File: config.mk
export PLATFORM = sky130hd
export DESIGN_NAME = x86_16bit_subset_decoder_flat
export DESIGN_NICKNAME = d
export VERILOG_FILES = /design/src/hw/rtl/x86d_pkg.sv /design/src/hw/rtl/x86d_byte_if.sv /design/src/hw/rtl/x86d_insn_if.sv /design/src/hw/rtl/x86_16bit_subset_decoder.sv /design/src/flat_wrapper.sv
export SDC_FILE = /design/constraint.sdc
export NUM_CORES = 1
export LEC_CHECK = 0
export BUFFER_PORTS_ARGS = -buffer_cell sky130_fd_sc_hd__buf_2
export CORE_ASPECT_RATIO = 0.75
export CORE_UTILIZATION = 35
export DETAILED_ROUTE_END_ITERATION = 8
export MAX_ROUTING_LAYER = met4
export PLACE_DENSITY = 0.56
export SLEW_MARGIN = 5
export SYNTH_ARGS = -nofsm -noshare
export SYNTH_HDL_FRONTEND = slang
export SYNTH_SLANG_ARGS = --single-unit
File: constraint.sdc
create_clock -name clk -period 3.8 [get_ports clk]
set_input_delay 0.57 -clock clk [delete_from_list [all_inputs] [get_ports clk]]
set_output_delay 0.57 -clock clk [all_outputs]
set_load 0.05 [all_outputs]
File: src/hw/rtl/x86d_pkg.sv
package x86d_pkg;

    // Decoder phase: which byte of the instruction is expected next.
    typedef enum logic [2:0] {
        PH_FIRST   = 3'd0,
        PH_MODRM   = 3'd1,
        PH_DISP_LO = 3'd2,
        PH_DISP_HI = 3'd3,
        PH_IMM_LO  = 3'd4,
        PH_IMM_HI  = 3'd5
    } phase_t;

    // Instruction form as reported in a result item.
    typedef enum logic [1:0] {
        FORM_RM      = 2'd0,
        FORM_IMM_REG = 2'd1,
        FORM_IMM_RM  = 2'd2,
        FORM_INVALID = 2'd3
    } form_t;

    // Operation codes.
    localparam logic [3:0] OP_MOV = 4'd0;
    localparam logic [3:0] OP_ADD = 4'd1;
    localparam logic [3:0] OP_OR  = 4'd2;
    localparam logic [3:0] OP_ADC = 4'd3;
    localparam logic [3:0] OP_SBB = 4'd4;
    localparam logic [3:0] OP_SUB = 4'd5;
    localparam logic [3:0] OP_AND = 4'd6;
    localparam logic [3:0] OP_XOR = 4'd7;
    localparam logic [3:0] OP_CMP = 4'd8;

    // Opcode patterns on the upper bits of the first byte.
    localparam logic [5:0] OPC_MOV_RM  = 6'b100010;
    localparam logic [5:0] OPC_SUB_RM  = 6'b001010;
    localparam logic [5:0] OPC_CMP_RM  = 6'b001110;
    localparam logic [5:0] OPC_GRP_IMM = 6'b100000;
    localparam logic [3:0] OPC_MOV_IMM = 4'b1011;

    // Special mod/rm values: mod 00 with rm 110 is a direct address.
    localparam logic [1:0] MOD_MEM_NODISP = 2'b00;
    localparam logic [1:0] MOD_MEM_DISP8  = 2'b01;
    localparam logic [1:0] MOD_MEM_DISP16 = 2'b10;
    localparam logic [2:0] RM_DIRECT      = 3'b110;

    // Result payload, held in the output register.
    typedef struct packed {
        logic [3:0]  operation;
        logic [1:0]  form;
        logic        direction;
        logic        wide;
        logic        sign_extend;
        logic [1:0]  mode;
        logic [2:0]  reg_field;
        logic [2:0]  rm_field;
        logic [15:0] displacement;
        logic [15:0] immediate;
        logic        invalid;
    } result_t;

    function automatic form_t classify(input logic [7:0] b);
        form_t f;
        if (b[7:2] == OPC_MOV_RM || b[7:2] == OPC_SUB_RM || b[7:2] == OPC_CMP_RM) begin
            f = FORM_RM;
        end else if (b[7:4] == OPC_MOV_IMM) begin
            f = FORM_IMM_REG;
        end else if (b[7:2] == OPC_GRP_IMM) begin
            f = FORM_IMM_RM;
        end else begin
            f = FORM_INVALID;
        end
        return f;
    endfunction

    // Number of displacement bytes that follow a given modrm byte.
    function automatic logic [1:0] disp_len(input logic [7:0] modrm);
        logic [1:0] n;
        case (modrm[7:6])
            MOD_MEM_DISP8:  n = 2'd1;
            MOD_MEM_DISP16: n = 2'd2;
            MOD_MEM_NODISP: n = (modrm[2:0] == RM_DIRECT) ? 2'd2 : 2'd0;
            default:        n = 2'd0;
        endcase
        return n;
    endfunction

    // True when the immediate takes two bytes.
    function automatic logic imm_wide(input logic [7:0] first);
        logic w;
        if (classify(first) == FORM_IMM_REG) begin
            w = first[3];
        end else begin
            w = (first[1:0] == 2'b01);
        end
        return w;
    endfunction

    function automatic logic [15:0] sext8(input logic [7:0] b);
        return {{8{b[7]}}, b};
    endfunction

    // Immediate group: modrm reg field to operation.
    function automatic logic [3:0] group_op(input logic [2:0] sel);
        logic [3:0] op;
        case (sel)
            3'd0:    op = OP_ADD;
            3'd1:    op = OP_OR;
            3'd2:    op = OP_ADC;
            3'd3:    op = OP_SBB;
            3'd4:    op = OP_AND;
            3'd5:    op = OP_SUB;
            3'd6:    op = OP_XOR;
            default: op = OP_CMP;
        endcase
        return op;
    endfunction

endpackage

File: src/hw/rtl/x86d_byte_if.sv
// Channel carrying one code byte per item.
interface x86d_byte_if;
    logic       valid;
    logic       ready;
    logic [7:0] code_byte;

    modport source (output valid, output code_byte, input ready);
    modport sink (input valid, input code_byte, output ready);
endinterface

File: src/hw/rtl/x86d_insn_if.sv
// Channel carrying one decoded instruction per item.
interface x86d_insn_if;
    logic        valid;
    logic        ready;
    logic [3:0]  operation;
    logic [1:0]  form;
    logic        direction;
    logic        wide;
    logic        sign_extend;
    logic [1:0]  mode;
    logic [2:0]  reg_field;
    logic [2:0]  rm_field;
    logic [15:0] displacement;
    logic [15:0] immediate;
    logic        invalid;

    modport source (
        output valid, output operation, output form, output direction, output wide,
        output sign_extend, output mode, output reg_field, output rm_field,
        output displacement, output immediate, output invalid, input ready
    );
    modport sink (
        input valid, input operation, input form, input direction, input wide,
        input sign_extend, input mode, input reg_field, input rm_field,
        input displacement, input immediate, input invalid, output ready
    );
endinterface

File: src/hw/rtl/x86_16bit_subset_decoder.sv
// A decoded instruction appears in the output register in the cycle after its last byte is taken.
// Throughput: one code byte per cycle; the phase machine updates in the same cycle a byte lands.
// Output register decouples the sides: a byte is taken while a result waits if it is drained.
// Reset (rst_n, asynchronous, active low) returns to expecting a first byte and clears the halt.
// After an unsupported first byte one invalid item is produced and later bytes are discarded.
module x86_16bit_subset_decoder (
    input  logic                clk,
    input  logic                rst_n,
    x86d_byte_if.sink           code,
    x86d_insn_if.source         decoded
);

    // Decoder state. The byte-holding registers record the parts of the
    // instruction seen so far; the phase says which byte comes next.
    x86d_pkg::phase_t phase_reg, phase_next;
    logic             halted_reg, halted_next;
    logic [7:0]       first_reg, first_next;
    logic [7:0]       modrm_reg, modrm_next;
    logic [15:0]      disp_reg, disp_next;
    logic [7:0]       imm_low_reg, imm_low_next;

    // Output register and its valid flag.
    x86d_pkg::result_t result_reg, result_next;
    logic              out_valid_reg, out_valid_next;

    logic              accept;
    logic              emit;
    logic [15:0]       imm_value;
    x86d_pkg::form_t   first_form;
    x86d_pkg::form_t   byte_form;

    // A byte can be taken whenever the output slot is empty or being emptied
    // in this cycle, so a waiting result never blocks the input needlessly.
    assign code.ready = !out_valid_reg || decoded.ready;
    assign accept     = code.valid && code.ready;

    assign first_form = x86d_pkg::classify(first_reg);
    assign byte_form  = x86d_pkg::classify(code.code_byte);

    // Next-state logic of the phase machine.
    always_comb
    begin
        phase_next  = phase_reg;
        halted_next = halted_reg;
        if (accept && !halted_reg) begin
            case (phase_reg)
                x86d_pkg::PH_FIRST:
                begin
                    if (byte_form == x86d_pkg::FORM_INVALID) begin
                        halted_next = 1'b1;
                    end else if (byte_form == x86d_pkg::FORM_IMM_REG) begin
                        phase_next = x86d_pkg::PH_IMM_LO;
                    end else begin
                        phase_next = x86d_pkg::PH_MODRM;
                    end
                end
                x86d_pkg::PH_MODRM:
                begin
                    if (x86d_pkg::disp_len(code.code_byte) != 2'd0) begin
                        phase_next = x86d_pkg::PH_DISP_LO;
                    end else if (first_form == x86d_pkg::FORM_RM) begin
                        phase_next = x86d_pkg::PH_FIRST;
                    end else begin
                        phase_next = x86d_pkg::PH_IMM_LO;
                    end
                end
                x86d_pkg::PH_DISP_LO:
                begin
                    if (x86d_pkg::disp_len(modrm_reg) == 2'd2) begin
                        phase_next = x86d_pkg::PH_DISP_HI;
                    end else if (first_form == x86d_pkg::FORM_RM) begin
                        phase_next = x86d_pkg::PH_FIRST;
                    end else begin
                        phase_next = x86d_pkg::PH_IMM_LO;
                    end
                end
                x86d_pkg::PH_DISP_HI:
                begin
                    if (first_form == x86d_pkg::FORM_RM) begin
                        phase_next = x86d_pkg::PH_FIRST;
                    end else begin
                        phase_next = x86d_pkg::PH_IMM_LO;
                    end
                end
                x86d_pkg::PH_IMM_LO:
                begin
                    if (x86d_pkg::imm_wide(first_reg)) begin
                        phase_next = x86d_pkg::PH_IMM_HI;
                    end else begin
                        phase_next = x86d_pkg::PH_FIRST;
                    end
                end
                x86d_pkg::PH_IMM_HI:
                begin
                    phase_next = x86d_pkg::PH_FIRST;
                end
                default:
                begin
                    phase_next = x86d_pkg::PH_FIRST;
                end
            endcase
        end
    end

    // Field capture and result building. The result is formed from the
    // updated modrm and displacement values, so the byte that completes an
    // instruction is already folded in.
    always_comb
    begin
        first_next   = first_reg;
        modrm_next   = modrm_reg;
        disp_next    = disp_reg;
        imm_low_next = imm_low_reg;
        imm_value    = 16'h0000;
        emit         = 1'b0;
        result_next  = result_reg;

        if (accept && !halted_reg) begin
            case (phase_reg)
                x86d_pkg::PH_FIRST:
                begin
                    first_next   = code.code_byte;
                    modrm_next   = 8'h00;
                    disp_next    = 16'h0000;
                    imm_low_next = 8'h00;
                end
                x86d_pkg::PH_MODRM:
                begin
                    modrm_next = code.code_byte;
                    disp_next  = 16'h0000;
                    emit       = (x86d_pkg::disp_len(code.code_byte) == 2'd0)
                                 && (first_form == x86d_pkg::FORM_RM);
                end
                x86d_pkg::PH_DISP_LO:
                begin
                    disp_next = x86d_pkg::sext8(code.code_byte);
                    emit      = (x86d_pkg::disp_len(modrm_reg) != 2'd2)
                                && (first_form == x86d_pkg::FORM_RM);
                end
                x86d_pkg::PH_DISP_HI:
                begin
                    disp_next = {code.code_byte, disp_reg[7:0]};
                    emit      = (first_form == x86d_pkg::FORM_RM);
                end
                x86d_pkg::PH_IMM_LO:
                begin
                    imm_low_next = code.code_byte;
                    imm_value    = x86d_pkg::sext8(code.code_byte);
                    emit         = !x86d_pkg::imm_wide(first_reg);
                end
                x86d_pkg::PH_IMM_HI:
                begin
                    imm_value = {code.code_byte, imm_low_reg};
                    emit      = 1'b1;
                end
                default:
                begin
                    emit = 1'b0;
                end
            endcase
        end

        if (emit) begin
            result_next             = '0;
            result_next.form        = first_form;
            result_next.wide        = (first_form == x86d_pkg::FORM_IMM_REG) ? first_reg[3]
                                                                             : first_reg[0];
            result_next.immediate   = (first_form == x86d_pkg::FORM_RM) ? 16'h0000 : imm_value;
            if (first_form == x86d_pkg::FORM_IMM_REG) begin
                result_next.operation = x86d_pkg::OP_MOV;
                result_next.reg_field = first_reg[2:0];
            end else begin
                result_next.mode         = modrm_next[7:6];
                result_next.rm_field     = modrm_next[2:0];
                result_next.displacement = disp_next;
                if (first_form == x86d_pkg::FORM_RM) begin
                    result_next.direction = first_reg[1];
                    result_next.reg_field = modrm_next[5:3];
                    if (first_reg[7:2] == x86d_pkg::OPC_MOV_RM) begin
                        result_next.operation = x86d_pkg::OP_MOV;
                    end else if (first_reg[7:2] == x86d_pkg::OPC_SUB_RM) begin
                        result_next.operation = x86d_pkg::OP_SUB;
                    end else begin
                        result_next.operation = x86d_pkg::OP_CMP;
                    end
                end else begin
                    result_next.sign_extend = first_reg[1];
                    result_next.operation   = x86d_pkg::group_op(modrm_next[5:3]);
                end
            end
        end else if (accept && !halted_reg && phase_reg == x86d_pkg::PH_FIRST
                     && byte_form == x86d_pkg::FORM_INVALID) begin
            // Unsupported opcode: a single item flagged invalid, all else zero.
            result_next         = '0;
            result_next.invalid = 1'b1;
        end
    end

    // The output register loads on a new result, else empties once taken.
    always_comb
    begin
        if (accept && !halted_reg && (emit || halted_next)) begin
            out_valid_next = 1'b1;
        end else if (decoded.ready) begin
            out_valid_next = 1'b0;
        end else begin
            out_valid_next = out_valid_reg;
        end
    end

    always_ff @(posedge clk or negedge rst_n)
    begin
        if (!rst_n) begin
            phase_reg     <= x86d_pkg::PH_FIRST;
            halted_reg    <= 1'b0;
            first_reg     <= 8'h00;
            modrm_reg     <= 8'h00;
            disp_reg      <= 16'h0000;
            imm_low_reg   <= 8'h00;
            out_valid_reg <= 1'b0;
        end else begin
            phase_reg     <= phase_next;
            halted_reg    <= halted_next;
            first_reg     <= first_next;
            modrm_reg     <= modrm_next;
            disp_reg      <= disp_next;
            imm_low_reg   <= imm_low_next;
            out_valid_reg <= out_valid_next;
        end
    end

    // Payload needs no reset; it is only looked at while the valid flag is set.
    always_ff @(posedge clk)
    begin
        result_reg <= result_next;
    end

    assign decoded.valid        = out_valid_reg;
    assign decoded.operation    = result_reg.operation;
    assign decoded.form         = result_reg.form;
    assign decoded.direction    = result_reg.direction;
    assign decoded.wide         = result_reg.wide;
    assign decoded.sign_extend  = result_reg.sign_extend;
    assign decoded.mode         = result_reg.mode;
    assign decoded.reg_field    = result_reg.reg_field;
    assign decoded.rm_field     = result_reg.rm_field;
    assign decoded.displacement = result_reg.displacement;
    assign decoded.immediate    = result_reg.immediate;
    assign decoded.invalid      = result_reg.invalid;

endmodule
File: src/flat_wrapper.sv
// flat-port wrapper written by rule: the top's interface ports become plain ports
module x86_16bit_subset_decoder_flat 
  (clk, rst_n, code_valid, code_code_byte, code_ready, decoded_valid, decoded_operation, decoded_form, decoded_direction, decoded_wide, decoded_sign_extend, decoded_mode, decoded_reg_field, decoded_rm_field, decoded_displacement, decoded_immediate, decoded_invalid, decoded_ready);
  x86d_byte_if code_i ();
  x86d_insn_if decoded_i ();
  input  logic clk;
  input  logic rst_n;
  input wire logic [$bits(code_i.valid)-1:0] code_valid;
  input wire logic [$bits(code_i.code_byte)-1:0] code_code_byte;
  output wire logic [$bits(code_i.ready)-1:0] code_ready;
  output wire logic [$bits(decoded_i.valid)-1:0] decoded_valid;
  output wire logic [$bits(decoded_i.operation)-1:0] decoded_operation;
  output wire logic [$bits(decoded_i.form)-1:0] decoded_form;
  output wire logic [$bits(decoded_i.direction)-1:0] decoded_direction;
  output wire logic [$bits(decoded_i.wide)-1:0] decoded_wide;
  output wire logic [$bits(decoded_i.sign_extend)-1:0] decoded_sign_extend;
  output wire logic [$bits(decoded_i.mode)-1:0] decoded_mode;
  output wire logic [$bits(decoded_i.reg_field)-1:0] decoded_reg_field;
  output wire logic [$bits(decoded_i.rm_field)-1:0] decoded_rm_field;
  output wire logic [$bits(decoded_i.displacement)-1:0] decoded_displacement;
  output wire logic [$bits(decoded_i.immediate)-1:0] decoded_immediate;
  output wire logic [$bits(decoded_i.invalid)-1:0] decoded_invalid;
  input wire logic [$bits(decoded_i.ready)-1:0] decoded_ready;
  assign code_i.valid = code_valid;
  assign code_i.code_byte = code_code_byte;
  assign code_ready = code_i.ready;
  assign decoded_valid = decoded_i.valid;
  assign decoded_operation = decoded_i.operation;
  assign decoded_form = decoded_i.form;
  assign decoded_direction = decoded_i.direction;
  assign decoded_wide = decoded_i.wide;
  assign decoded_sign_extend = decoded_i.sign_extend;
  assign decoded_mode = decoded_i.mode;
  assign decoded_reg_field = decoded_i.reg_field;
  assign decoded_rm_field = decoded_i.rm_field;
  assign decoded_displacement = decoded_i.displacement;
  assign decoded_immediate = decoded_i.immediate;
  assign decoded_invalid = decoded_i.invalid;
  assign decoded_i.ready = decoded_ready;
  x86_16bit_subset_decoder u_core (.clk(clk), .rst_n(rst_n), .code(code_i), .decoded(decoded_i));
endmodule
## Yosys cells after proc, flatten, opt, wreduce, memory -nomap -nowiden

Cells that the tools add are included.

| operators by class | value |
|---|---|
| equality and inequality tests | 35 |
| reductions and logical operators | 30 |
| mux-type cells | 56 |

Operators with widths:

| kind | number |
|---|---|
| 2-to-1 mux 50 bit | 2 |
| 2-to-1 mux 16 bit | 3 |
| case mux 16 bit (3 select lines) | 1 |
| case mux 16 bit (2 select lines) | 1 |
| case mux 8 bit (2 select lines) | 2 |
| case mux 4 bit (7 select lines) | 1 |
| 2-to-1 mux 3 bit | 9 |
| == test 6 x 4 -> 1 bit, second input constant | 4 |
| == test 6 bit, second input constant | 4 |
| 2-to-1 mux 2 bit | 12 |
| == test 3 bit, second input constant | 7 |
| 2-to-1 mux 19 bit | 1 |
| 2-to-1 mux 4 bit | 4 |
| 2-to-1 mux 1 bit | 15 |
| case mux 3 bit (5 select lines) | 1 |
| == test 2 x 1 -> 1 bit, second input constant | 6 |
| == test 3 x 2 -> 1 bit, second input constant | 4 |
| case mux 2 bit (3 select lines) | 2 |
| == test 2 bit, second input constant | 4 |
| == test 4 bit, second input constant | 2 |
| logical NOT 2 bit | 4 |
| 2-to-1 mux 8 bit | 1 |
| nonzero test 2 bit | 4 |
| logical AND 1 bit | 7 |
| other kinds (8) | 20 |

| storage, ports and cells | value |
|---|---|
| logic and storage cells | 139 |
| output and inout bits | 52 |
| register bits after elaboration | 95 |
| bits of input ports | 12 |

## Depth between registers and ports, before layout

| logic depth | value |
|---|---|
| word-level depth | 16 |
| gate-level depth with buffers | 8 |
| gate-level depth less buffers | 6 |

## Worst setup path after synthesis

No wires, ideal clock.

| timing path | value |
|---|---|
| path type | flip-flop to flip-flop |
| start point | register u_core.out_valid_reg, in the netlist u_core.decoded.valid |
| end point | register u_core.result_reg, in the netlist u_core.decoded.direction (enable) |
| clock period less this slack | 3.616 ns |
| setup time | 0.408 ns |
| data arrival time | 3.209 ns |
| cell stages (with the launch flop) | 8 |
| data required time | 3.392 ns |
| buffers on the path | 1 |
| setup slack | 0.184 ns |
| cells stage by stage | dfrtp_1 and2b_1 inv_1 nand3_2 a41oi_2 a21boi_4 buf_6 nand2_1 |

| between the ends | value |
|---|---|
| longest elaborated chain between the ends | 7 |
| elaborated cells between the ends (all ways) | 8 |
| classes of those cells | 1 x mux; 7 x reduce/logical |

Ends and longest elaborated chain:

| item | line | text |
|---|---|---|
| start: declaration | x86_16bit_subset_decoder.sv:24 | `logic out_valid_reg, out_valid_next;` |
| start signal: assignment | x86_16bit_subset_decoder.sv:228 | `out_valid_reg <= out_valid_next;` |
| logical NOT 1 bit (*) | x86_16bit_subset_decoder.sv:34 | `assign code.ready = !out_valid_reg \|\| decoded.ready;` |
| logical OR 1 bit (*) | x86_16bit_subset_decoder.sv:34 |  |
| net code_ready | flat_wrapper.sv:10 | `output wire logic [$bits(code_i.ready)-1:0] code_ready;` |
| logical AND 1 bit (*) | x86_16bit_subset_decoder.sv:35 | `assign accept = code.valid && code.ready;` |
| logical AND 1 bit (*) | x86_16bit_subset_decoder.sv:118, x86_16bit_subset_decoder.sv:191 |  |
| logical AND 1 bit | x86_16bit_subset_decoder.sv:191 | `end else if (accept && !halted_reg && phase_reg == x86d_pkg::PH_FIRST` |
| logical AND 1 bit | x86_16bit_subset_decoder.sv:192 | `&& byte_form == x86d_pkg::FORM_INVALID) begin` |
| nonzero test 2 bit (no line) (*) | n/a |  |
| end signal: assignment | x86_16bit_subset_decoder.sv:235 | `result_reg <= result_next;` |
| end: declaration | x86_16bit_subset_decoder.sv:23 | `x86d_pkg::result_t result_reg, result_next;` |

The timed path passes the listed nets; every way through them passes the cells marked *.
A chain may end at the register's enable or synchronous reset.

## Worst setup path after layout

| timing path | value |
|---|---|
| start point | register u_core.phase_reg[0] |
| end point | register u_core.result_reg, in the netlist u_core.decoded.immediate[13] (enable) |

| between the ends | value |
|---|---|
| longest elaborated chain between the ends | 4 |
| elaborated cells between the ends (all ways) | 11 |
| classes of those cells | 5 x eq/ne; 2 x mux; 4 x reduce/logical |

Ends and longest elaborated chain:

| item | line | text |
|---|---|---|
| start: declaration | x86_16bit_subset_decoder.sv:15 | `x86d_pkg::phase_t phase_reg, phase_next;` |
| start signal: assignment | x86_16bit_subset_decoder.sv:214 | `phase_reg <= x86d_pkg::PH_FIRST;` |
| start signal: assignment | x86_16bit_subset_decoder.sv:222 | `phase_reg <= phase_next;` |
| == test 3 bit (tied with other cells) | x86_16bit_subset_decoder.sv:119 | `case (phase_reg)` |
| case mux 1 bit (5 select lines) / logical AND 1 bit (equally long branches) | x86_16bit_subset_decoder.sv:119, x86_16bit_subset_decoder.sv:191 |  |
| 2-to-1 mux 1 bit / logical AND 1 bit (equally long branches) | x86_16bit_subset_decoder.sv:118, x86_16bit_subset_decoder.sv:192 |  |
| nonzero test 2 bit (no line) (*) | n/a |  |

Every way passes the cells marked *; elsewhere a longest branch is shown, timed or not.

==> impl_results.rst <==
.. list-table::
   :header-rows: 1

   * - Metric
     - Value
   * - Clock-pin slew of the registers on the worst-case setup and hold paths
     - roughly 0.07 ns
   * - Logic gate share of total power
     - 30.3%
   * - Startpoint type of the worst setup path
     - flip-flop
   * - GP Congestion
     - 0.853
   * - Clk Tree Root Cell
     - sky130_fd_sc_hd__clkbuf_16
   * - Overall routing resource usage
     - about 17%
   * - Sequential power share
     - 43.2%
   * - Total power divided by cell area
     - 690 mW/mm²
   * - Effective utilization at floorplan
     - between 30% and 40%
   * - Post-synthesis average cell area
     - 11.2 µm²
   * - Placement row count
     - 35
   * - Final setup violation count
     - 0
   * - Antenna-violating nets left
     - 0
   * - FF-to-FF setup slack
     - 1.10 ns
   * - Net total in the final layout
     - 460
   * - Die width
     - 131 µm
   * - Cts-stage hold buffer count
     - 0
   * - Quantity of I/O buffers inserted on ports
     - 63
   * - Top flip-flop cell by instance count after synthesis
     - sky130_fd_sc_hd__edfxtp_1
   * - Via count of the first global-routing pass
     - 3119
   * - Endpoint of the lowest-slack register-to-register path
     - u_core.decoded.immediate[13]
   * - Setup fix buffers added after clock tree synthesis
     - 0
   * - Avg WL per Cell
     - 16.5 µm
   * - FF+latch count, synth
     - 95
   * - Max-Slew Margin vs Limit
     - 27.1%
   * - Die span in y
     - 98.9 µm
   * - Sequential share of the synthesized area
     - between 50 and 60%
   * - Drt first pass iters
     - 6
   * - CTS Buffer Depth
     - 2
   * - Number of cells traversed by the worst register-to-register path
     - 5
   * - Psw
     - 1.31 mW
   * - Fraction of registers with async set or reset after synthesis
     - approximately 47%
   * - Period minus WS final
     - 2.70 ns
   * - Required time at the endpoint of the critical path
     - 3.85 ns
   * - Antenna diodes
     - 0
   * - Number of synthesis warnings
     - 0
   * - Area of the mapped netlist
     - 0.00439 mm²
   * - Max Clock Freq
     - approximately 0.37 GHz
   * - P&R area growth vs syn
     - 17.5%
   * - Quantity of gates resized following cts
     - 0
   * - Arrival time at the worst endpoint
     - around 2.8 ns
   * - Deepest level of the CTS H-tree
     - 3
   * - Drt first-iter violations
     - 259
   * - Vias post-DR
     - 3148
   * - Later-pin clock latency in the skew report
     - 0.35 ns
   * - Switching Fraction
     - 36.9%
   * - Post-layout utilization of the core
     - between 40% and 50%
   * - Detailed placer's ending HPWL
     - 7150 µm
   * - Nets in the synthesized netlist
     - 404
   * - DRC
     - 0
   * - Detailed Route WL
     - about 10000 µm
   * - Peak supply drop
     - approximately 0.00026 V
   * - Worst-Margin Slew
     - between 1 and 1.5 ns
   * - Hold/Removal Path Class
     - in2async
   * - Maximum number of pins on one net before global-route repair
     - 46
   * - Critical path capture point type
     - flip-flop
   * - CTS tree
     - yes
   * - Die footprint
     - 0.0130 mm²
   * - # Max-Cap Violations
     - 0
   * - Startpoint-to-endpoint class of the critical path
     - reg2reg
   * - Status
     - complete, no violations
   * - Number of max-slew violations in the final report
     - 0
   * - Internal power
     - 2.24 mW
   * - Hold Violations, Final
     - 0
   * - Peak fanout along the critical path
     - 19
   * - Post-synth EDFFs
     - 49
   * - Num CTS Buffers
     - 9
   * - Total negative slack
     - 0 ns
   * - Share of the clock period used by the worst path after layout
     - between 70 and 80%
   * - Global-route wire length before repair
     - 16700 µm
   * - Unique masters post-synth
     - 50
   * - Clock sinks
     - 95
   * - RSZ-0062 raised after global routing
     - false
   * - Initial antenna violation count
     - 0
   * - Total power
     - 3.56 mW
   * - Maximum clock skew at final layout
     - between 0.01 and 0.015 ns
   * - Fraction of final layout cells with drive strength greater than 1
     - 23.2%
   * - Vias per std cell
     - 5.09
   * - Synthesized netlist cell count
     - 392
   * - Core region area
     - between 0.01 and 0.015 mm²
   * - Leakage component of the power
     - 2.02 nW
   * - Launching point of the worst reg2reg path
     - u_core.phase_reg[0]
   * - # IOs
     - 64
   * - Total grt overflow
     - 0
   * - Share of total power in the clock network
     - 26.5%
cell usage in the layout, fill, tap and decap left out, types with 2 or more instances in the layout:
cell,count
sky130_fd_sc_hd__buf_2,63
sky130_fd_sc_hd__nand2_1,50
sky130_fd_sc_hd__edfxtp_1,49
sky130_fd_sc_hd__dfrtp_1,45
sky130_fd_sc_hd__nor2b_1,34
sky130_fd_sc_hd__a21oi_1,31
sky130_fd_sc_hd__o21ai_0,30
sky130_fd_sc_hd__nor2_1,29
sky130_fd_sc_hd__a22o_1,15
sky130_fd_sc_hd__inv_1,9
sky130_fd_sc_hd__clkbuf_16,9
sky130_fd_sc_hd__nand2b_1,8
sky130_fd_sc_hd__nand3_1,8
sky130_fd_sc_hd__mux2_2,7
sky130_fd_sc_hd__nor3_1,6
sky130_fd_sc_hd__buf_4,5
sky130_fd_sc_hd__xnor2_1,4
sky130_fd_sc_hd__mux2i_1,3
sky130_fd_sc_hd__a21o_1,3
sky130_fd_sc_hd__a22oi_1,3
sky130_fd_sc_hd__nor3b_1,2
sky130_fd_sc_hd__nand3_2,2
sky130_fd_sc_hd__xor2_1,2
sky130_fd_sc_hd__o22ai_1,2
sky130_fd_sc_hd__o31ai_1,2
sky130_fd_sc_hd__inv_6,2
sky130_fd_sc_hd__clkinv_4,2
worst max path at each step:
stage	startpoint	to	slack, ns	cells after the start
floorplan	u_core.decoded.valid	u_core.decoded.direction	0.18	7
global placement	decoded_ready	u_core.decoded.immediate[13]	1.08	8
finish	u_core.phase_reg[0]	u_core.decoded.immediate[13]	1.10	5
global route	u_core.phase_reg[0]	u_core.decoded.immediate[13]	0.93	5
CTS	u_core.phase_reg[0]	u_core.decoded.immediate[13]	1.09	5
detailed placement	decoded_ready	u_core.decoded.immediate[13]	1.02	8
cell families (layout without fill, tap and decap cells):
group	Yosys count	in the layout	share of synthesized area [%]
simple gates	150	150	17.6
flops	95	95	59.7
xor+xnor	6	6	1.20
mux	10	10	2.48
buf+inv	33	94	3.77
compound gates	98	98	15.3
cell type report:
| cell class | count | area (µm²) |
|---|---|---|
| clock buffer | 10 | 239 |
| clock inverter | 6 | 76.3 |
| fill | 1194 | 7110 |
| inverter | 9 | 33.8 |
| multi-input combinational | 264 | 1610 |
| sequential | 95 | 2620 |
| tap | 166 | 208 |
| timing repair buffer | 69 | 373 |
synth_stat cells, types with 4 or more instances:
cell / count / area [µm²]
sky130_fd_sc_hd__nor2_1: 29 / 109
sky130_fd_sc_hd__nor2b_1: 34 / 213
sky130_fd_sc_hd__buf_2: 6 / 30.0
sky130_fd_sc_hd__edfxtp_1: 49 / 1470
sky130_fd_sc_hd__nand2_1: 51 / 191
sky130_fd_sc_hd__nor3_1: 6 / 30.0
sky130_fd_sc_hd__inv_1: 9 / 33.8
sky130_fd_sc_hd__xnor2_1: 4 / 35.0
sky130_fd_sc_hd__dfrtp_1: 45 / 1130
sky130_fd_sc_hd__a21oi_1: 31 / 155
sky130_fd_sc_hd__nand2b_1: 8 / 50.1
sky130_fd_sc_hd__o21ai_0: 30 / 150
sky130_fd_sc_hd__a22o_1: 15 / 131
sky130_fd_sc_hd__clkbuf_1: 10 / 37.5
sky130_fd_sc_hd__mux2_2: 7 / 78.8
sky130_fd_sc_hd__nand3_1: 8 / 40.0
metal layers:
metal,share of wire (%),track usage (%),wire length (µm)
met5,0,-,0
met4,0.68,5.19,69
met2,41,23.1,4190
met1,52,25.3,5290
met3,6.4,4.22,651
per-stage QoR:
step / cells / hold slack [ns] / worst slack, ns / instance area (µm²)
CTS: 619 / 0.465 / 1.09 / 5150
floorplan: 392 / 0.274 / 0.184 / 4390
finish: 619 / 0.418 / 1.10 / 5150
global route: 619 / 0.493 / 0.930 / 5150
global placement: 603 / 0.453 / 1.08 / 4840
detailed placement: 603 / 0.456 / 1.02 / 4840
worst max-delay path: stages, from the launching register on:
cell,delay [ns]
sky130_fd_sc_hd__dfrtp_1,0.83
sky130_fd_sc_hd__o21ai_0,0.30
sky130_fd_sc_hd__a41oi_2,0.42
sky130_fd_sc_hd__a21boi_4,0.18
sky130_fd_sc_hd__nand2_2,0.41
sky130_fd_sc_hd__buf_4,0.26
power groups by stage:
| stage | registers (mW) | logic [mW] | clock network [mW] |
|---|---|---|---|
| CTS | 1.54 | 1.08 | 0.965 |
| floorplan | 1.72 | 0.642 | 0 |
| detailed placement | 1.56 | 1.07 | 0 |
| finish | 1.54 | 1.08 | 0.941 |
| global placement | 1.55 | 1.07 | 0 |
| global route | 1.57 | 1.18 | 1.00 |
Power figures use the tool's default switching activity.
